==> config.mk <==
export PLATFORM = sky130hd
export DESIGN_NAME = vtts_ram
export DESIGN_NICKNAME = d
export VERILOG_FILES = /design/src/sv/vtts_ram.sv
export SDC_FILE = /design/constraint.sdc
export NUM_CORES = 2
export LEC_CHECK = 0
export BUFFER_PORTS_ARGS = -buffer_cell sky130_fd_sc_hd__buf_4
export CAP_MARGIN = 20
export CORE_MARGIN = 1.5
export CORE_UTILIZATION = 45
export DETAILED_ROUTE_END_ITERATION = 7
export HOLD_SLACK_MARGIN = 0.03
export PLACE_DENSITY = 0.69
export SKIP_CTS_REPAIR_TIMING = 1
export SYNTH_ARGS = -nofsm -noshare
export SYNTH_HDL_FRONTEND = slang
export SYNTH_SLANG_ARGS = --single-unit
==> constraint.sdc <==
create_clock -name clk -period 4.3 [get_ports clk]
set_input_delay 0.43 -clock clk [delete_from_list [all_inputs] [get_ports clk]]
set_output_delay 0.43 -clock clk [all_outputs]
set_load 0.02 [all_outputs]
==> src/sv/vtts_ram.sv <==
// ----------------------------------------------------------------------------
// vtts_ram
// Simple dual-port synchronous RAM, one write port, registered read.
// ----------------------------------------------------------------------------
module vtts_ram #(
    parameter int WIDTH = 16,
    parameter int DEPTH = 128
) (
    input  logic                     clk,
    input  logic                     we,
    input  logic [$clog2(DEPTH)-1:0] waddr,
    input  logic [WIDTH-1:0]         wdata,
    input  logic [$clog2(DEPTH)-1:0] raddr,
    output logic [WIDTH-1:0]         rdata
);

    logic [WIDTH-1:0] mem [DEPTH];

    always_ff @(posedge clk)
    begin
        if (we)
        begin
            mem[waddr] <= wdata;
        end
        rdata <= mem[raddr];
    end

endmodule

==> reports/qor.csv <==
metric,value,unit
synth_compound_area_frac,0,
die_h,421,µm
ant_nets,0,
status,completed,
antenna_found_initial,20,
min_period_over_period,0.610,
synth_nets,3118,
ioPinCount,48,
cap_viol_max_count,0,
post_drt_wl_per_cell,31.3,µm
report.final.setup_viol,0,
rows,153,
max_freq,0.381,GHz
rsz0062_at_grt,false,
grt_pass1_vias,35300,
total_power,41.1,mW
wirelength,185000,µm
fin_skew,0.0479,ns
clockRootBuffer,clkbuf_16,
critical_path_class,primary input to register,
cp_data_required_time,5.04,ns
arrival,3.36,ns
finalHoldViolCount,0,
numCtsBuffers,193,
worst_slack,1.68,ns
cts_tree,built,
synthArstFlopShare,0,
dp_hpwl,109000,µm
netlist_instances,3086,
drive_above_1_share,0.355,
seq_area_frac_synth,0.787,
synth_fa_ha_area_frac,0,
p_leak,27.7,nW
muxShareOfSynthArea,0.195,
fill_cells,13000,
clkTransAtPathRegs,0.06,ns
num_vias,35500,
report.final.slew_viol_count,0,
cts_num_sinks,2064,
synth_top_family_by_area,multiplexers,
synthXorXnorAreaFrac,0,
placed_cells,5531,
path_max_fanout,29,
worstSetupStartpointType,primary input,
syn_area,78500,µm²
place_ws,0.794,ns
core_area,174000,µm²
design_area,89700,µm²
viasPerCell,6.02,
die-area,177000,µm²
ys_seq_elements,2064,
peakVddDrop,0.436,mV
synthToLayoutAreaGrowth,14.2,%
drt-pass1-iter-count,5,
grt_max_degree,98,
drtIter0Drc,4834,
clk_latency,0.85,ns
endpoint_kind,register,
grt-ovfl-total,0,
worst-slew-pin-transition,1.18,ns
synth_top_flop_cell,edfxtp_1,
final_core_util,0.517,
worstHoldPathType,primary input to register,
synthSimpleGateAreaFrac,0.00888,
fin_cells,5895,
drc,0,
clock_path_buffers,3,
tns,0,ns
powerDensity,459,nW/µm²
initial_core_util,0.452,
gp_congestion,0.844,
slew_headroom,0.211,
period_needed,2.62,ns
die_width,421,µm
postPlaceCellArea,83400,µm²
holdWs,0.0806,ns
finalNetCount,3437,
ys_warn_count,0,
port_buffers,47,
grt_usage,0.212,
cts_max_level,4,
ys_types,17,
synth.avg_cell_area,25.4,µm²
grt_pass1_wl,262000,µm
synth_edf_count,2048,
-- final cells by class --
type | instances | area (µm²) | area share
sequential | 2064 | 61800 | 0.689
multi-input combinational | 858 | 16100 | 0.180
clock buffer | 241 | 5030 | 0.0561
tap | 2325 | 2910 | 0.0324
timing repair buffer | 288 | 2600 | 0.0289
clock inverter | 115 | 1210 | 0.0135
antenna | 4 | 10.0 | 0.000112
-- cells in the final DEF, fill, tap and decap left out, types with 16 or more instances in the layout --
master | Yosys | layout
edfxtp_1 | 2048 | 2048
mux4_2 | 672 | 672
buf_4 | 1 | 251
clkbuf_16 | 0 | 193
nor2_1 | 122 | 99
clkinv_1 | 0 | 50
clkbuf_1 | 82 | 46
buf_12 | 0 | 29
clkinv_2 | 0 | 27
nor2_2 | 0 | 23
bufinv_16 | 0 | 17
mux2_2 | 16 | 16
dfxtp_1 | 16 | 16
-- report_power, final --
| part | leakage (nW) | internal, mW | switching (mW) | total (mW) |
|---|---|---|---|---|
| clock | 3.02 | 9.38 | 7.33 | 16.7 |
| combinational | 6.10 | 0.878 | 1.24 | 2.12 |
| sequential | 18.5 | 22.2 | 0.0838 | 22.3 |
| total | 27.7 | 32.5 | 8.66 | 41.1 |
-- routing by layer --
metal / part of all wire / GRT usage / up-vias
met5: 0.00016 / 0 / -
met4: 0.029 / 0.0628 / 6
met3: 0.088 / 0.0398 / 254
met2: 0.49 / 0.335 / 1788
met1: 0.39 / 0.302 / 19300
li1: - / - / 14100
-- cells by family (layout without fill, tap and decap cells) --
| kind of cell | after synthesis | after routing |
|---|---|---|
| buffers and inverters | 164 | 644 |
| other | 0 | 4 |
| and+or+nand+nor | 170 | 170 |
| DFF | 2064 | 2064 |
| muxes | 688 | 688 |
-- registers in the layout, summed over array words and instances (netlist names) --
signal,count
mem,2048
rdata,16
-- cells in the mapped netlist (3+ instances only) --
library cell     n  area [µm²]
buf_1           28         105
buf_2           52         260
clkbuf_1        82         308
dfxtp_1         16         320
edfxtp_1      2048       61500
mux2_2          16         180
mux4_2         672       15100
nand2_1         14        52.6
nand3_1         12        60.1
nand4_1          3        18.8
nor2_1         122         458
nor2b_1          7        43.8
nor3_1           9        45.0
-- path summary, 6_finish.rpt --
kind | from | end | slack (ns) | cells past startpoint
setup / recovery | raddr[0] | rdata[10]$_DFF_P_ | 1.68 | 7
hold / removal | wdata[11] | mem[114][11]$_DFFE_PP_ | 0.08 | 1
setup reg to reg | mem[92][9]$_DFFE_PP_ | rdata[9]$_DFF_P_ | 1.77 | 4
hold reg to reg | mem[100][11]$_DFFE_PP_ | rdata[11]$_DFF_P_ | 1.11 | 4
-- worst max-delay path, stage by stage --
cell and delay (ns):
buf_8 0.29, buf_12 0.27, buf_12 0.27, mux4_2 0.55, mux4_2 0.58, mux4_2 0.58, mux2_2 0.29
(Power assumes the default switching activity.)
