File: src/sv/vtts_pkg.sv
// ----------------------------------------------------------------------------
// vtts_pkg
// Shared sizes, codes and control bundles of the vector table search block.
// ----------------------------------------------------------------------------
package vtts_pkg;

    localparam int ROW_CAPACITY = 1024;
    localparam int DIM_MAX      = 128;
    localparam int K_MAX        = 64;

    localparam int ROW_W  = $clog2(ROW_CAPACITY);
    localparam int RCNT_W = ROW_W + 1;
    localparam int DIM_W  = $clog2(DIM_MAX);
    localparam int DCNT_W = DIM_W + 1;
    localparam int K_W    = (K_MAX > 1) ? $clog2(K_MAX) : 1;
    localparam int KCNT_W = $clog2(K_MAX + 1);

    localparam int ELEM_W  = 16;
    localparam int ID_W    = 32;
    localparam int SCORE_W = 48;
    localparam int RANK_W  = 6;
    localparam int PROD_W  = 2 * (ELEM_W + 1);
    localparam int META_W  = ID_W + 1;
    localparam int VEC_AW  = ROW_W + DIM_W;

    localparam int CFG_W   = 8;
    localparam int CFG_AW  = 2;

    // commands
    localparam logic [1:0] CMD_LOAD  = 2'd0;
    localparam logic [1:0] CMD_ERASE = 2'd1;
    localparam logic [1:0] CMD_QUERY = 2'd2;
    localparam logic [1:0] CMD_NOP   = 2'd3;

    // result status
    localparam logic [1:0] ST_OK      = 2'd0;
    localparam logic [1:0] ST_FULL    = 2'd1;
    localparam logic [1:0] ST_MISSING = 2'd2;

    // metrics
    localparam logic [1:0] MODE_L2   = 2'd0;
    localparam logic [1:0] MODE_IP   = 2'd1;
    localparam logic [1:0] MODE_COS  = 2'd2;
    localparam logic [1:0] MODE_NONE = 2'd3;

    // register indexes
    localparam logic [CFG_AW-1:0] CFG_METRIC = 2'd0;
    localparam logic [CFG_AW-1:0] CFG_TOPK   = 2'd1;
    localparam logic [CFG_AW-1:0] CFG_DIM    = 2'd2;
    localparam logic [CFG_AW-1:0] CFG_INSERT = 2'd3;

    localparam logic signed [SCORE_W-1:0] SCORE_ONE = 48'sh0000_0100_0000;
    localparam logic signed [SCORE_W-1:0] SCORE_TOP = 48'sh7FFF_FFFF_FFFF;

    typedef struct packed {
        logic clr;
        logic rd;
        logic qv;
    } mac_ctl_t;

    typedef struct packed {
        logic              clr;
        logic              ins;
        logic              pop;
        logic [KCNT_W-1:0] k;
    } topk_ctl_t;

endpackage

File: src/sv/vtts_score.sv
// ----------------------------------------------------------------------------
// vtts_score
// Element multiply-accumulate: one product per cycle, then final metric.
// ----------------------------------------------------------------------------
module vtts_score
    import vtts_pkg::*;
(
    input  logic                      clk,
    input  logic                      rst_n,
    input  mac_ctl_t                  ctl,
    input  logic [1:0]                mode,
    input  logic signed [ELEM_W-1:0]  q_data,
    input  logic signed [ELEM_W-1:0]  e_data,
    output logic                      busy,
    output logic signed [SCORE_W-1:0] score
);

    logic                      p1_v_reg;
    logic                      p1_qv_reg;
    logic                      p2_v_reg;
    logic signed [PROD_W-1:0]  prod_reg;
    logic signed [SCORE_W-1:0] acc_reg;

    logic signed [ELEM_W-1:0]  q_eff;
    logic signed [ELEM_W:0]    q_ext;
    logic signed [ELEM_W:0]    e_ext;
    logic signed [ELEM_W:0]    diff;
    logic signed [ELEM_W:0]    op_a;
    logic signed [ELEM_W:0]    op_b;
    logic signed [PROD_W-1:0]  prod_c;

    // staging entries never written read as zero
    assign q_eff  = p1_qv_reg ? q_data : '0;
    assign q_ext  = {q_eff[ELEM_W-1], q_eff};
    assign e_ext  = {e_data[ELEM_W-1], e_data};
    assign diff   = q_ext - e_ext;
    assign op_a   = (mode == MODE_L2) ? diff : q_ext;
    assign op_b   = (mode == MODE_L2) ? diff : e_ext;
    assign prod_c = op_a * op_b;
    assign busy   = p1_v_reg | p2_v_reg;

    always_ff @(posedge clk or negedge rst_n)
    begin
        if (!rst_n)
        begin
            p1_v_reg  <= 1'b0;
            p1_qv_reg <= 1'b0;
            p2_v_reg  <= 1'b0;
        end
        else
        begin
            p1_v_reg  <= ctl.rd;
            p1_qv_reg <= ctl.qv;
            p2_v_reg  <= p1_v_reg;
        end
    end

    always_ff @(posedge clk)
    begin
        prod_reg <= prod_c;
        if (ctl.clr)
        begin
            acc_reg <= '0;
        end
        else if (p2_v_reg)
        begin
            acc_reg <= acc_reg + SCORE_W'(prod_reg);
        end
    end

    always_comb
    begin
        unique case (mode)
            MODE_L2:  score = acc_reg;
            MODE_IP:  score = -acc_reg;
            MODE_COS: score = SCORE_ONE - acc_reg;
            default:  score = SCORE_TOP;
        endcase
    end

endmodule

File: config.mk
export PLATFORM = sky130hd
export DESIGN_NAME = vtts_score
export DESIGN_NICKNAME = d
export VERILOG_FILES = /design/src/sv/vtts_pkg.sv /design/src/sv/vtts_score.sv
export SDC_FILE = /design/constraint.sdc
export NUM_CORES = 1
export LEC_CHECK = 0
export ABC_CLOCK_PERIOD_IN_PS = 9000
export BUFFER_PORTS_ARGS = -buffer_cell sky130_fd_sc_hd__buf_2
export CAP_MARGIN = 15
export CORE_UTILIZATION = 45
export DETAILED_ROUTE_END_ITERATION = 6
export GPL_TIMING_DRIVEN = 0
export MAX_ROUTING_LAYER = met4
export PLACE_DENSITY = 0.62
export SYNTH_ARGS = -nofsm -noshare
export SYNTH_HDL_FRONTEND = slang
export SYNTH_SLANG_ARGS = --single-unit
File: constraint.sdc
create_clock -name clk -period 9 [get_ports clk]
set_input_delay 0.9 -clock clk [delete_from_list [all_inputs] [get_ports clk]]
set_output_delay 0.9 -clock clk [all_outputs]
set_load 0.02 [all_outputs]
==> summary.md <==
| Metric | Value |
|---|---|
| Mapped Area | 0.0188 mm² |
| Failing checks | design-rule violations |
| Via density per instance | 5.58 |
| Remaining global-route overflow | 0 |
| Port Buf Inserts | 84 |
| First-pass GRT wire length | 92.1 mm |
| Final Max Tran Viols | 0 |
| Synth top cells by count | inv_1, fa_1, nand2_1 |
| Worst Path Required | 9260 ps |
| Worst setup margin | 205 ps |
| DR iter-0 viols | 1183 |
| Worst-path maximum fanout | 6 |
| Max-slew headroom | 23.3% |
| Row cnt | between 70 and 80 |
| Final hold violations | 0 |
| Final Core Density | 52.7% |
| Worst hold-check path type | in -> async |
| CP arrival | between 9000 and 10000 ps |
| WP buf/inv | 8 |
| Clk_skew | around 13 ps |
| EDFF count, synth | 0 |
| Register area share after synthesis | under 10% |
| Die area | 0.0427 mm² |
| Vias in the first global route | 16900 |
| I/O pin cnt | 88 |
| CP delay by family, top | adder cells |
| Critical path's slowest cell | fa_1 |
| Outcome | finished, violations left |
| Maximum number of pins on one net before global-route repair | 19 |
| Crit. End Element | register |
| Slowest stage delay, CP | 540 ps |
| Most common cell in the netlist | inv_1 |
| Mapped Avg Cell Area | 8.16 µm² |
| Crit share post-route | 97.7% |
| WL final | 58.6 mm |
| Layout Nets | 2944 |
| Post-Syn Nets | 2789 |
| Predominant post-synthesis flop cell | dfxtp_1 |
| Share of cells above drive strength 1 | 13.6% |
| Clock Path Buffers | 2 |
| Async SR Flop Fraction | around 3.5% |
| R2R depth | 39 |
| Detailed Place HPWL | 47.9 mm |
| Post-DRT Antenna Nets | 0 |
| Initial antenna violation count | 0 |
| Dominant cell type by area after synthesis | fa_1 |
| Wire per inst | a little under 20 µm |
| Setup Crit Path Kind | in -> reg |
| Die height | 207 µm |
| Min cycle time layout | just under 9000 ps |
| Starting density of the core | ~46% |
| Placer Congestion | between 0.9 and 1 |
| Max Cap Viol | 0 |
| Critical path launch point type | primary input |
| Layout area overhead | 14.9% |
| Core area | 0.0411 mm² |
| Dpl ws | -1830 ps |
| Fmax | 114 MHz |
| Syn Inst Count | 2309 |
| Yosys Warn Count | 0 |
| CTS Buf Count | 9 |
| Largest register FFs | 48 |
| Number of synthesized register bits | 85 |
| CTS tree | built |
| DR pass1 iterations | 7 |
| Dominant cells by area after synthesis | fa_1, ha_1, dfxtp_1 |
| Actual slew at the worst max-slew pin | 1140 ps |
| CTS hold repair buffers | 0 |
| Clock root buffer | clkbuf_16 |
| Total GRT Usage | roughly 29% |
| Worst-path clk slew | approximately 60 ps |
| H-tree levels | 3 |
| CTS sink cnt | 85 |
| Chip width | 207 µm |
| Setup-failing EPs final | 0 |
| Top cell type's share of synthesized area | between 30% and 40% |
| Synth cell types | 82 |
| Vias post-DR | 16800 |
| # DRC | 28 |
| Worst-Skew Late Latency | 360 ps |
| Worst path depth | 37 |
==> cell type report <==
type / instances / area, µm²
Antenna cell: 1 / 2.50
Buffer: 86 / 468
Clock buffer: 14 / 264
Clock inverter: 1 / 30.0
Fill cell: 3951 / 19500
Inverter: 375 / 1410
Multi-Input combinational cell: 1758 / 16200
Sequential cell: 85 / 1720
Tap cell: 532 / 666
Timing Repair Buffer: 149 / 937
==> per-layer routing <==
metal  GRT usage (%)  vias to the layer above  wire length (µm)  share of wire (%)
li1                -                     7813                 -                  -
met1            37.9                     8253             26300                 45
met2            46.5                      555             26900                 46
met3            1.93                      136              2960                5.1
met4            12.0                        0              2530                4.3
met5               -                        -                 0                  0
==> per-stage QoR <==
stage               setup TNS (ps)  hold WS, ps  std cells  area, µm²
finish                           0          333       3001      21700
global route                 -99.1          328       3000      21600
CTS                              0          318       2964      21000
detailed placement          -23260          371       2925      19900
global placement            -22550          378       2925      19900
floorplan                        0          346       2309      18900
==> worst paths after layout <==
| path | slack, ps | startpoint | endpoint |
|---|---|---|---|
| min reg2reg | 380 | p1_v_reg | p2_v_reg |
| max in group asynchronous | 8540 | rst_n | p1_qv_reg |
| max reg2reg | 210 | p1_qv_reg | prod_reg[33] |
| max | 210 | e_data[1] | prod_reg[33] |
| min | 330 | rst_n | p2_v_reg |
| min in group clk | 380 | p1_v_reg | p2_v_reg |
==> cell usage in the layout, fill, tap and decap left out, drive strengths merged, types with 6 or more instances in the layout <==
| cell | Yosys | layout |
|---|---|---|
| nand3 | 30 | 30 |
| o31ai | 18 | 18 |
| o21bai | 17 | 17 |
| o221ai | 6 | 6 |
| o21ai | 84 | 84 |
| dfxtp | 82 | 82 |
| xor2 | 32 | 32 |
| and2 | 40 | 40 |
| nor2b | 10 | 10 |
| mux2i | 34 | 34 |
| fa | 298 | 298 |
| a211oi | 11 | 11 |
| a21boi | 7 | 7 |
| nor2 | 233 | 233 |
| or2 | 13 | 13 |
| clkbuf | 78 | 78 |
| a21o | 52 | 52 |
| nor3b | 6 | 6 |
| buf | 13 | 169 |
| and3 | 14 | 14 |
| ha | 143 | 143 |
| inv | 374 | 374 |
| nand2 | 240 | 240 |
| o21a | 21 | 21 |
| nor3 | 36 | 36 |
| o22ai | 11 | 11 |
| a21oi | 128 | 128 |
| nand2b | 38 | 38 |
| a41oi | 6 | 6 |
| a31oi | 11 | 11 |
| o211ai | 12 | 12 |
| nand4 | 15 | 15 |
| xnor2 | 94 | 94 |
| or3 | 17 | 17 |
==> worst reg2reg max path, delay by kind of cell, from the launching register on <==
| kind | cells | cell delay, ps |
|---|---|---|
| buf+inv | 9 | 790 |
| flops | 1 | 420 |
| compound gates | 16 | 3170 |
| fa+ha+maj | 9 | 3710 |
| xor+xnor | 1 | 170 |
| simple gates | 4 | 440 |
==> timing repair <==
action                                  in CTS  in global routing
pin swaps                                   15                 64
setup buffers                               25                 40
endpoints found under the hold margin        0                  0
cloned                                       0                  1
endpoints found under the setup margin      20                 13
gates resized for setup                    119                118
==> kinds of logic (layout without fill, tap and decap cells) <==
logic type / count (synthesis) / after routing / synth area share [%]
muxes: 35 / 35 / 1.87
AOI/OAI and AO/OA: 441 / 441 / 15.2
other: 0 / 1 / 0
DFF: 85 / 85 / 9.11
adders and majority gates: 441 / 441 / 41.2
buffers and inverters: 466 / 625 / 9.36
xor gates and xnor gates: 126 / 126 / 5.86
and+or+nand+nor: 715 / 715 / 17.5
Power is left out: the tool's default activity adds up to more than one toggle a clock period on the data nets, which glitch-free logic cannot reach.
